## src/hw/rtl/mlcr_pkg.sv

```systemverilog
// mlcr_pkg: shared types and constants of the midpoint line color rasterizer
// used by mlcr_ctrl, mlcr_datapath and the top level; depends on nothing

package mlcr_pkg;

  // color channel and quotient widths
  localparam int unsigned COLOR_BITS   = 8;
  localparam int unsigned QUOT_BITS    = COLOR_BITS;
  localparam int unsigned DIV_CNT_BITS = $clog2(QUOT_BITS);

  // item kinds
  localparam logic KIND_LOAD = 1'b0;
  localparam logic KIND_STEP = 1'b1;

  // controller states
  typedef enum logic [2:0] {
    ST_IDLE,
    ST_ABS,
    ST_SETUP,
    ST_MUL,
    ST_STEP,
    ST_DIV,
    ST_EMIT
  } state_e;

  // controller to datapath commands
  typedef struct packed {
    logic load;
    logic abs_en;
    logic setup;
    logic mul;
    logic step;
    logic div;
    logic emit;
  } dp_cmd_t;

  // datapath to controller status
  typedef struct packed {
    logic active;
    logic last;
  } dp_status_t;

endpackage

```

## src/hw/rtl/mlcr_ctrl.sv

```systemverilog
// mlcr_ctrl: sequencing state machine and output valid of the rasterizer
// depends on mlcr_pkg for state, command and status types

module mlcr_ctrl (
  input  logic                 clk_i,
  input  logic                 rst_ni,
  input  logic                 in_valid_i,
  input  logic                 kind_i,
  output logic                 in_stall_o,
  output logic                 out_valid_o,
  input  logic                 out_stall_i,
  input  mlcr_pkg::dp_status_t status_i,
  output mlcr_pkg::dp_cmd_t    cmd_o,
  output mlcr_pkg::state_e     state_o
);

  mlcr_pkg::state_e                       state_q, state_d;
  logic [mlcr_pkg::DIV_CNT_BITS-1:0]      cnt_q, cnt_d;
  logic                                   out_valid_q, out_valid_d;
  logic                                   out_free;
  logic                                   div_done;

  assign out_free = !out_valid_q || !out_stall_i;
  assign div_done = (cnt_q == mlcr_pkg::DIV_CNT_BITS'(mlcr_pkg::QUOT_BITS - 1));

  // next state
  always_comb begin
    state_d = state_q;
    case (state_q)
      mlcr_pkg::ST_IDLE: begin
        if (in_valid_i) begin
          if (kind_i == mlcr_pkg::KIND_LOAD) begin
            state_d = mlcr_pkg::ST_ABS;
          end else if (status_i.active) begin
            state_d = mlcr_pkg::ST_STEP;
          end
        end
      end
      mlcr_pkg::ST_ABS:   state_d = mlcr_pkg::ST_SETUP;
      mlcr_pkg::ST_SETUP: state_d = mlcr_pkg::ST_MUL;
      mlcr_pkg::ST_MUL:   state_d = mlcr_pkg::ST_EMIT;
      mlcr_pkg::ST_STEP:  state_d = mlcr_pkg::ST_DIV;
      mlcr_pkg::ST_DIV: begin
        if (div_done) begin
          state_d = mlcr_pkg::ST_EMIT;
        end
      end
      mlcr_pkg::ST_EMIT: begin
        if (out_free) begin
          state_d = mlcr_pkg::ST_IDLE;
        end
      end
      default: state_d = mlcr_pkg::ST_IDLE;
    endcase
  end

  // commands and handshake outputs
  always_comb begin
    cmd_o        = '0;
    cmd_o.load   = (state_q == mlcr_pkg::ST_IDLE) && in_valid_i &&
                   (kind_i == mlcr_pkg::KIND_LOAD);
    cmd_o.abs_en = (state_q == mlcr_pkg::ST_ABS);
    cmd_o.setup  = (state_q == mlcr_pkg::ST_SETUP);
    cmd_o.mul    = (state_q == mlcr_pkg::ST_MUL);
    cmd_o.step   = (state_q == mlcr_pkg::ST_STEP);
    cmd_o.div    = (state_q == mlcr_pkg::ST_DIV);
    cmd_o.emit   = (state_q == mlcr_pkg::ST_EMIT) && out_free;
    in_stall_o   = (state_q != mlcr_pkg::ST_IDLE);
  end

  // divider iteration count and output valid
  always_comb begin
    cnt_d       = (state_q == mlcr_pkg::ST_DIV) ? cnt_q + 1'b1 : '0;
    out_valid_d = cmd_o.emit ? 1'b1 : (out_valid_q && out_stall_i);
  end

  always_ff @(posedge clk_i or negedge rst_ni) begin
    if (!rst_ni) begin
      state_q     <= mlcr_pkg::ST_IDLE;
      cnt_q       <= '0;
      out_valid_q <= 1'b0;
    end else begin
      state_q     <= state_d;
      cnt_q       <= cnt_d;
      out_valid_q <= out_valid_d;
    end
  end

  assign out_valid_o = out_valid_q;
  assign state_o     = state_q;

endmodule

```

## src/hw/rtl/mlcr_datapath.sv

```systemverilog
// mlcr_datapath: line setup, midpoint stepper, color numerators, three-lane
// restoring divider and output word register; depends on mlcr_pkg

module mlcr_datapath #(
  parameter int COORD_BITS = 12
) (
  input  logic                                  clk_i,
  input  logic                                  rst_ni,
  input  mlcr_pkg::dp_cmd_t                     cmd_i,
  output mlcr_pkg::dp_status_t                  status_o,
  input  logic signed [COORD_BITS-1:0]          start_x_i,
  input  logic signed [COORD_BITS-1:0]          start_y_i,
  input  logic signed [COORD_BITS-1:0]          end_x_i,
  input  logic signed [COORD_BITS-1:0]          end_y_i,
  input  logic [mlcr_pkg::COLOR_BITS-1:0]       start_red_i,
  input  logic [mlcr_pkg::COLOR_BITS-1:0]       start_green_i,
  input  logic [mlcr_pkg::COLOR_BITS-1:0]       start_blue_i,
  input  logic [mlcr_pkg::COLOR_BITS-1:0]       end_red_i,
  input  logic [mlcr_pkg::COLOR_BITS-1:0]       end_green_i,
  input  logic [mlcr_pkg::COLOR_BITS-1:0]       end_blue_i,
  output logic signed [COORD_BITS-1:0]          point_x_o,
  output logic signed [COORD_BITS-1:0]          point_y_o,
  output logic [mlcr_pkg::COLOR_BITS-1:0]       red_o,
  output logic [mlcr_pkg::COLOR_BITS-1:0]       green_o,
  output logic [mlcr_pkg::COLOR_BITS-1:0]       blue_o,
  output logic                                  last_o
);

  localparam int CB  = COORD_BITS;
  localparam int DXW = COORD_BITS + 1;
  localparam int DW  = COORD_BITS + 3;
  localparam int QB  = mlcr_pkg::QUOT_BITS;
  localparam int CW  = mlcr_pkg::COLOR_BITS;
  localparam int NW  = COORD_BITS + mlcr_pkg::COLOR_BITS;
  localparam int NCH = 3;

  // line state
  logic signed [CB-1:0]  cur_x_q, cur_y_q;
  logic signed [DXW-1:0] dx_q, dy_q;
  logic [CB-1:0]         adx_q, ady_q;
  logic                  x_neg_q, y_neg_q, x_major_q;
  logic signed [DW-1:0]  decision_q, inc_str_q, inc_diag_q;
  logic [CB-1:0]         len_q, step_idx_q;
  logic                  active_q, active_d;

  // color lanes
  logic [CW-1:0]         col_start_q [NCH];
  logic [CW-1:0]         col_end_q   [NCH];
  logic [CW-1:0]         col_start_in [NCH];
  logic [CW-1:0]         col_end_in   [NCH];
  logic [NW-1:0]         num_q  [NCH];
  logic [NW-1:0]         num_nx [NCH];
  logic [NW-1:0]         rem_q  [NCH];
  logic [QB-1:0]         quo_q  [NCH];
  logic [NW:0]           trial  [NCH];
  logic [NW-1:0]         dsh_q;

  // output word
  logic signed [CB-1:0]  point_x_q, point_y_q;
  logic [CW-1:0]         color_q [NCH];
  logic                  last_q;

  // setup and step combinational values
  logic [DXW-1:0]        neg_dx, neg_dy;
  logic                  x_major_w;
  logic [CB-1:0]         major_w, minor_w;
  logic signed [DW-1:0]  two_minor_w;
  logic                  move_minor;
  logic [CB-1:0]         x_inc, y_inc;
  logic [CB-1:0]         step_idx_nx;
  logic                  last_w;

  assign col_start_in[0] = start_red_i;
  assign col_start_in[1] = start_green_i;
  assign col_start_in[2] = start_blue_i;
  assign col_end_in[0]   = end_red_i;
  assign col_end_in[1]   = end_green_i;
  assign col_end_in[2]   = end_blue_i;

  // absolute differences
  assign neg_dx = -dx_q;
  assign neg_dy = -dy_q;

  // major axis selection and decision setup
  assign x_major_w   = (adx_q >= ady_q);
  assign major_w     = x_major_w ? adx_q : ady_q;
  assign minor_w     = x_major_w ? ady_q : adx_q;
  assign two_minor_w = $signed({2'b00, minor_w, 1'b0});

  // midpoint step
  assign move_minor  = !decision_q[DW-1] && (|decision_q);
  assign x_inc       = x_neg_q ? '1 : CB'(1);
  assign y_inc       = y_neg_q ? '1 : CB'(1);
  assign step_idx_nx = step_idx_q + 1'b1;
  assign last_w      = (step_idx_q >= len_q);

  // numerator update and divider trial subtract per lane
  always_comb begin
    for (int c = 0; c < NCH; c++) begin
      num_nx[c] = num_q[c] +
                  NW'($signed({1'b0, col_end_q[c]} - {1'b0, col_start_q[c]}));
      trial[c]  = {1'b0, rem_q[c]} - {1'b0, dsh_q};
    end
  end

  // active flag
  always_comb begin
    active_d = active_q;
    if (cmd_i.setup) begin
      active_d = (major_w != '0);
    end else if (cmd_i.step) begin
      active_d = (step_idx_nx != len_q);
    end
  end

  always_ff @(posedge clk_i or negedge rst_ni) begin
    if (!rst_ni) begin
      active_q <= 1'b0;
    end else begin
      active_q <= active_d;
    end
  end

  // line registers
  always_ff @(posedge clk_i) begin
    if (cmd_i.load) begin
      cur_x_q <= start_x_i;
      cur_y_q <= start_y_i;
      dx_q    <= DXW'(end_x_i) - DXW'(start_x_i);
      dy_q    <= DXW'(end_y_i) - DXW'(start_y_i);
      for (int c = 0; c < NCH; c++) begin
        col_start_q[c] <= col_start_in[c];
        col_end_q[c]   <= col_end_in[c];
      end
    end
    if (cmd_i.abs_en) begin
      adx_q   <= dx_q[DXW-1] ? neg_dx[CB-1:0] : dx_q[CB-1:0];
      ady_q   <= dy_q[DXW-1] ? neg_dy[CB-1:0] : dy_q[CB-1:0];
      x_neg_q <= dx_q[DXW-1];
      y_neg_q <= dy_q[DXW-1];
    end
    if (cmd_i.setup) begin
      x_major_q  <= x_major_w;
      decision_q <= two_minor_w - $signed({3'b000, major_w});
      inc_str_q  <= two_minor_w;
      inc_diag_q <= two_minor_w - $signed({2'b00, major_w, 1'b0});
      len_q      <= major_w;
      step_idx_q <= '0;
    end
    if (cmd_i.step) begin
      if (x_major_q || move_minor) begin
        cur_x_q <= cur_x_q + x_inc;
      end
      if (!x_major_q || move_minor) begin
        cur_y_q <= cur_y_q + y_inc;
      end
      decision_q <= decision_q + (move_minor ? inc_diag_q : inc_str_q);
      step_idx_q <= step_idx_nx;
    end
  end

  // color numerators and restoring divider lanes
  always_ff @(posedge clk_i) begin
    if (cmd_i.mul) begin
      for (int c = 0; c < NCH; c++) begin
        num_q[c] <= NW'(col_start_q[c]) * NW'(len_q);
        quo_q[c] <= col_start_q[c];
      end
    end
    if (cmd_i.step) begin
      for (int c = 0; c < NCH; c++) begin
        num_q[c] <= num_nx[c];
        rem_q[c] <= num_nx[c];
      end
      dsh_q <= NW'(len_q) << (QB - 1);
    end
    if (cmd_i.div) begin
      for (int c = 0; c < NCH; c++) begin
        if (!trial[c][NW]) begin
          rem_q[c] <= trial[c][NW-1:0];
        end
        quo_q[c] <= {quo_q[c][QB-2:0], !trial[c][NW]};
      end
      dsh_q <= dsh_q >> 1;
    end
  end

  // output word register
  always_ff @(posedge clk_i) begin
    if (cmd_i.emit) begin
      point_x_q <= cur_x_q;
      point_y_q <= cur_y_q;
      last_q    <= last_w;
      for (int c = 0; c < NCH; c++) begin
        color_q[c] <= quo_q[c];
      end
    end
  end

  assign status_o.active = active_q;
  assign status_o.last   = last_w;

  assign point_x_o = point_x_q;
  assign point_y_o = point_y_q;
  assign red_o     = color_q[0];
  assign green_o   = color_q[1];
  assign blue_o    = color_q[2];
  assign last_o    = last_q;

endmodule

```

## src/hw/rtl/midpoint_line_color_rasterizer.sv

```systemverilog
// midpoint_line_color_rasterizer: top level joining mlcr_ctrl and mlcr_datapath
// depends on mlcr_pkg, mlcr_ctrl.sv and mlcr_datapath.sv
//
// Usage: the input channel takes one word per line command. A load word
// (kind 0) carries both endpoints and both RGB colors and returns the line's
// first point in the start color. A step word (kind 1) returns the next point
// along the major axis with its color floor((s*(len-i)+e*i)/len) per channel;
// last_o marks the final point. A step with no line left is consumed and
// returns no word.
// Timing: a load word passes through the difference at its accepting edge, then
// absolute value, setup, start-color multiply and output, and the input takes
// the next word once the output register is written. A step word passes
// through the stepper, the restoring divider that runs the three color
// channels as parallel lanes, and the output state; the divider sets the pace
// of steps. One word is in flight at a time.
// The output register lets the next input word be accepted while a result
// still waits; a stalled receiver holds the block only when a new result is
// ready for the occupied output register.
// Reset: asynchronous, active low; comes up idle, no line, no output word.

module midpoint_line_color_rasterizer #(
  parameter int COORD_BITS = 12
) (
  input  logic                              clk_i,
  input  logic                              rst_ni,
  input  logic                              in_valid_i,
  output logic                              in_stall_o,
  input  logic                              kind_i,
  input  logic signed [COORD_BITS-1:0]      start_x_i,
  input  logic signed [COORD_BITS-1:0]      start_y_i,
  input  logic signed [COORD_BITS-1:0]      end_x_i,
  input  logic signed [COORD_BITS-1:0]      end_y_i,
  input  logic [mlcr_pkg::COLOR_BITS-1:0]   start_red_i,
  input  logic [mlcr_pkg::COLOR_BITS-1:0]   start_green_i,
  input  logic [mlcr_pkg::COLOR_BITS-1:0]   start_blue_i,
  input  logic [mlcr_pkg::COLOR_BITS-1:0]   end_red_i,
  input  logic [mlcr_pkg::COLOR_BITS-1:0]   end_green_i,
  input  logic [mlcr_pkg::COLOR_BITS-1:0]   end_blue_i,
  output logic                              out_valid_o,
  input  logic                              out_stall_i,
  output logic signed [COORD_BITS-1:0]      point_x_o,
  output logic signed [COORD_BITS-1:0]      point_y_o,
  output logic [mlcr_pkg::COLOR_BITS-1:0]   red_o,
  output logic [mlcr_pkg::COLOR_BITS-1:0]   green_o,
  output logic [mlcr_pkg::COLOR_BITS-1:0]   blue_o,
  output logic                              last_o
);

  mlcr_pkg::dp_cmd_t    cmd;
  mlcr_pkg::dp_status_t status;
  mlcr_pkg::state_e     state;

  // controller
  mlcr_ctrl u_ctrl (
    .clk_i       (clk_i),
    .rst_ni      (rst_ni),
    .in_valid_i  (in_valid_i),
    .kind_i      (kind_i),
    .in_stall_o  (in_stall_o),
    .out_valid_o (out_valid_o),
    .out_stall_i (out_stall_i),
    .status_i    (status),
    .cmd_o       (cmd),
    .state_o     (state)
  );

  // datapath
  mlcr_datapath #(
    .COORD_BITS (COORD_BITS)
  ) u_datapath (
    .clk_i         (clk_i),
    .rst_ni        (rst_ni),
    .cmd_i         (cmd),
    .status_o      (status),
    .start_x_i     (start_x_i),
    .start_y_i     (start_y_i),
    .end_x_i       (end_x_i),
    .end_y_i       (end_y_i),
    .start_red_i   (start_red_i),
    .start_green_i (start_green_i),
    .start_blue_i  (start_blue_i),
    .end_red_i     (end_red_i),
    .end_green_i   (end_green_i),
    .end_blue_i    (end_blue_i),
    .point_x_o     (point_x_o),
    .point_y_o     (point_y_o),
    .red_o         (red_o),
    .green_o       (green_o),
    .blue_o        (blue_o),
    .last_o        (last_o)
  );

  // an accepted load keeps the block busy in the next cycle
  assert property (@(posedge clk_i) disable iff (!rst_ni)
    (in_valid_i && !in_stall_o && (kind_i == mlcr_pkg::KIND_LOAD)) |=> in_stall_o)
    else $error("load accepted but block not busy");

  // the point being emitted is the last one exactly when the line went inactive
  assert property (@(posedge clk_i) disable iff (!rst_ni)
    (state == mlcr_pkg::ST_EMIT) |-> (status.last != status.active))
    else $error("last flag and active flag disagree");

  // a new output word appears only out of the emit state
  assert property (@(posedge clk_i) disable iff (!rst_ni)
    $rose(out_valid_o) |-> ($past(state) == mlcr_pkg::ST_EMIT))
    else $error("output word valid without emit");

  // a step with no line left is consumed and leaves the block idle
  assert property (@(posedge clk_i) disable iff (!rst_ni)
    (in_valid_i && !in_stall_o && (kind_i == mlcr_pkg::KIND_STEP) && !status.active)
      |=> !in_stall_o)
    else $error("idle step did not complete at once");

endmodule
```

## config.mk

```make
export PLATFORM = sky130hd
export DESIGN_NAME = midpoint_line_color_rasterizer
export DESIGN_NICKNAME = d
export VERILOG_FILES = /design/src/hw/rtl/mlcr_pkg.sv /design/src/hw/rtl/mlcr_ctrl.sv /design/src/hw/rtl/mlcr_datapath.sv /design/src/hw/rtl/midpoint_line_color_rasterizer.sv
export SDC_FILE = /design/constraint.sdc
export NUM_CORES = 2
export LEC_CHECK = 0
export BUFFER_PORTS_ARGS = -buffer_cell sky130_fd_sc_hd__buf_2
export CAP_MARGIN = 10
export CORE_ASPECT_RATIO = 1.5
export CORE_MARGIN = 4
export CORE_UTILIZATION = 65
export CTS_CLUSTER_DIAMETER = 30
export CTS_CLUSTER_SIZE = 16
export DETAILED_ROUTE_END_ITERATION = 12
export PLACE_DENSITY = 0.88
export SYNTH_ARGS = -nofsm -noshare
export SYNTH_HDL_FRONTEND = slang
export SYNTH_HIERARCHICAL = 1
export SYNTH_SLANG_ARGS = --single-unit
```

## constraint.sdc

```tcl
create_clock -name clk_i -period 17.6 [get_ports clk_i]
set_input_delay 0 -clock clk_i [delete_from_list [all_inputs] [get_ports clk_i]]
set_output_delay 0 -clock clk_i [all_outputs]
set_load 0.005 [all_outputs]
```

# [Word level (Yosys, flattened, before mapping)]
# Memories as Yosys holds them, arrays and structs flattened.
# Cells that the tools add are included.
[classes] add_sub_neg=20 eq_ne=12 mul=3 n_lt_le_gt_ge=2 n_reduce_logical=22 bitwise=10 mux=57
[ops] cell="12-bit 2-to-1 mux" count=14
[ops] cell="20-bit 2-to-1 mux" count=6
[ops] cell="20-bit by 19-bit subtractor with 21-bit output" count=3
[ops] cell="20-bit adder" count=3
[ops] cell="8-bit by 12-bit multiplier with 20-bit output" count=3
[ops] cell="15-bit 2-to-1 mux" count=3
[ops] cell="8-bit by 8-bit subtractor with 9-bit output" count=3
[ops] cell="12-bit by 12-bit subtractor with 13-bit output" count=2
[ops] cell="12-bit adder" count=2
[ops] cell="12-bit greater-or-equal comparator" count=2
[ops] cell="8-bit 2-to-1 mux" count=3
[ops] cell="12-bit negator" count=2
[ops] cell="1-bit 2-to-1 mux" count=22
[ops] cell="3-bit case mux with 7 select lines" count=1
[ops] cell="19-bit 2-to-1 mux" count=1
[ops] cell="18-bit 2-to-1 mux" count=1
[ops] cell="3-bit 2-to-1 mux" count=6
[ops] cell="15-bit adder" count=1
[ops] cell="15-bit OR reduction" count=1
[ops] cell="13-bit by 12-bit subtractor with 14-bit output" count=1
[ops] cell="13-bit by 13-bit subtractor with 14-bit output" count=1
[ops] cell="12-bit by 1-bit adder with 12-bit output (second input constant)" count=1
[ops] cell="3-bit == test (second input constant)" count=4
[ops] cell="12-bit inequality test" count=1
[ops] cell="other kinds (16)" count=39
[word_totals] inputBits=101 memories=6 output_inout_bits=51 register_bits=195 ram_bits=216
[memory_table] memory="u_datapath.num_q" words=3 width=20 rd=3 rd_clocked_by_memory_dff=0 wr=3 line_no="mlcr_datapath.sv:51" text="logic [NW-1:0] num_q [NCH];"
[memory_table] memory="u_datapath.rem_q" words=3 width=20 rd=3 rd_clocked_by_memory_dff=0 wr=3 line_no="mlcr_datapath.sv:53" text="logic [NW-1:0] rem_q [NCH];"
[memory_table] memory="u_datapath.col_end_q" words=3 width=8 rd=3 rd_clocked_by_memory_dff=0 wr=3 line_no="mlcr_datapath.sv:48" text="logic [CW-1:0] col_end_q [NCH];"
[memory_table] memory="u_datapath.col_start_q" words=3 width=8 rd=3 rd_clocked_by_memory_dff=0 wr=3 line_no="mlcr_datapath.sv:47" text="logic [CW-1:0] col_start_q [NCH];"
[memory_table] memory="u_datapath.color_q" words=3 width=8 rd=3 rd_clocked_by_memory_dff=0 wr=3 line_no="mlcr_datapath.sv:60" text="logic [CW-1:0] color_q [NCH];"
[memory_table] memory="u_datapath.quo_q" words=3 width=8 rd=3 rd_clocked_by_memory_dff=0 wr=3 line_no="mlcr_datapath.sv:54" text="logic [QB-1:0] quo_q [NCH];"

# [Depth between registers and ports, before layout]
[depth] depth_word=6 depth_mapped=24

# [Modules after synthesis]
# Netlist, hierarchy kept.
[by_module_without_submodules] module="mlcr_datapath" cells_each=3466 area_each_um2=33776.1 instances=1
[by_module_without_submodules] module="mlcr_ctrl" cells_each=50 area_each_um2=432.9 instances=1

# [Worst setup path after synthesis]
# No wires, ideal clock.
[synth_timing] path_type="register to register" from="register u_ctrl.state_q[2] (netlist: u_ctrl/state_o[2])" to="register u_datapath.cur_y_q[0]" arrival_ns=9.857 setup_time_ns=0.132 setup_slack_ns=7.611 n_path_buf=3 period_less_slack_ns=9.989 path_stages_with_launch=8 t_required_ns=17.468 path_cell_list="dfrtp_1 buf_4 nor2_1 nor4b_1 buf_1 clkbuf_1 mux2i_1 a21oi_1"
[synth_lines] item="start, declared" line_no="mlcr_ctrl.sv:17" text="mlcr_pkg::state_e state_q, state_d;"
[synth_lines] item="start signal, assigned" line_no="mlcr_ctrl.sv:79" text="state_q <= mlcr_pkg::ST_IDLE;"
[synth_lines] item="start signal, assigned" line_no="mlcr_ctrl.sv:83" text="state_q <= state_d;"
[synth_lines] item="end signal, assigned" line_no="mlcr_datapath.sv:128" text="cur_y_q <= start_y_i;"
[synth_lines] item="end signal, assigned" line_no="mlcr_datapath.sv:155" text="cur_y_q <= cur_y_q + y_inc;"
[synth_lines] item="end, declared" line_no="mlcr_datapath.sv:38" text="logic signed [CB-1:0] cur_x_q, cur_y_q;"

==> reports/metrics.cfg <==
[run_status]
status = finished, final reports clean

[critical_path]
path_cells = inv_1 > nor2_1 > fa_1 > fa_1 > fa_1 > inv_1 > fa_1 > inv_1 > ha_1 > or3_1 > o221ai_1 > o211ai_1 > a311oi_1 > o21ai_0 > xnor2_1 > nor2_1 > a21oi_1
cpMostUsedCell = fa_1
cp-end-kind = flop
slowest_stage = inv_1
critPathMaxFanout = 20
slowest_delay_ns = 0.73
cp.required_ns = 17.92
start_kind = flop
worst_ep_arrival_time_ns = 6.52
criticalPathCategory = flop to flop
r2r_cells = 17

[clocking]
clock_sinks = 409
htree_num_levels = 3
ctsResizeCount = 0
clk_transition_reported_paths_ns = 0.06
ctsHoldBuffers = 113
worstSkewPairLatency_ns = 0.63
cts_tree = done
numCtsBuffers = 83
cts_setup_buffers = 0
clockBufferDepth = 3
cts_root_buf = clkbuf_16

[placed_design]
gp_congestion = 0.946
numPortBuffers = 151
hpwl_mm = 67.4

[timing]
fmax_mhz = 161
finalSetupViolCount = 0
slew_headroom_pct = 24.0
rsz0062_at_grt = false
skew_ns = 0.0340
final.setup.tns_ns = 0
worst-slew-pin-transition_ns = 1.14
finalCritPeriodShare_pct = 35.2
hold_viol_final = 0
drv_slew = 0
period_minus_slack_ns = 6.19

[floorplan]
initial_core_util_pct = 66.0
die_x_um = 195
core_area_um2 = 51800
num_rows = 102
io_pins = 152
die_y_um = 289
dieArea_um2 = 56400

[cells_and_area]
drive_gt1_share_pct = 10.3
layout_common_cells = inv_1, nor2_1, edfxtp_1
final_common_cell = inv_1
area_growth_pct = 15.8
nNetsFinal = 4440

[routing]
firstDrtPassIters = 6
drc = 0
met3_length_mm = 7.67
drtIter0Drc = 2322
vias_per_cell = 6.21
vias = 28200
dr_wl_met2_mm = 48.0
wire_per_inst_um = 21.5
topRoutingLayerUsed = met5
wl_met1_mm = 32.3
finalWirelength_mm = 97.3
antenna_left = 0

[global_routing]
grt_pass1_vias = 29400
antenna_found_initial = 3
globalRoute.totalOverflow = 0
grt_pass1_wl_mm = 153
grt_max_degree = 70
track_usage_pct = 34.2

[synth]
synthesis.nets = 4167
syn-instance-count = 3515
avgSynthCellArea_um2 = 9.73
synth_warnings = 6
synth_area_um2 = 34200

[min_path]
hold_class = primary input to flop
hold-path-cell-count = 2

[run]
max_cap_violations = 0

==> layer usage <==
metal / vias to the layer above / global-route usage (%)
met3: 520 / 6.50
met1: 13400 / 35.8
met4: 2 / 27.8
li1: 12700 / -
met5: - / 0
met2: 1593 / 59.7
==> stage by stage <==
step	hold slack, ns	worst slack (ns)	utilization [%]	cell area (µm²)	std cells
floorplan	-0.296	7.61	-	34200	3515
global placement	-0.137	11.78	68.7	35600	4265
detailed placement	-0.136	11.60	68.7	35600	4265
CTS	0.0489	11.58	76.4	39600	4533
global route	0.0789	11.21	76.4	39600	4536
finish	0.0945	11.41	76.4	39600	4537
==> critical path, delay by kind of cell (launching register included) <==
kind	cells	cell delay (ns)
adder cells (fa/ha/maj)	5	2.38
AO/OA/AOI/OAI	5	1.19
XOR/XNOR	1	0.17
buffers and inverters	3	0.84
flip-flops	1	0.64
AND/OR/NAND/NOR	3	0.68
==> registers in the layout (all words and copies together) (netlist names), 13 cells and up <==
signal and count:
u_datapath/num_q 60, u_datapath/rem_q 60, u_datapath/col_end_q 24, u_datapath/col_start_q 24
u_datapath/color_q 24, u_datapath/quo_q 24, u_datapath/dsh_q 19, u_datapath/decision_q 15
u_datapath/dx_q 13, u_datapath/dy_q 13, u_datapath/inc_diag_q 13
==> path summary, 6_finish.rpt <==
| path | start | slack, ns | to |
|---|---|---|---|
| max reg2reg | u_datapath/len_q[1] | 11.41 | u_datapath/num_q[0][19] |
| min in group asynchronous | rst_ni | 0.40 | u_ctrl/out_valid_o |
| max in group asynchronous | rst_ni | 16.88 | u_ctrl/state_o[2] |
| min | start_green_i[1] | 0.09 | u_datapath/col_start_q[0][9] |
| max | u_datapath/len_q[1] | 11.41 | u_datapath/num_q[0][19] |
| min reg2reg | u_datapath/quo_q[0][23] | 0.43 | u_datapath/color_q[0][23] |
==> area by class of cell <==
class / count / area [µm²]
diodes: 3 / 7.51
clock buffers: 89 / 2120
clock inverters: 66 / 722
fillers: 3222 / 12200
inverters: 437 / 1640
multi-input cells: 2572 / 20200
flip-flops and latches: 409 / 12000
well taps: 676 / 846
repair buffers: 285 / 2040
Power is left out: the tool's default activity adds up to more than one toggle a clock period on the data nets, which glitch-free logic cannot reach.
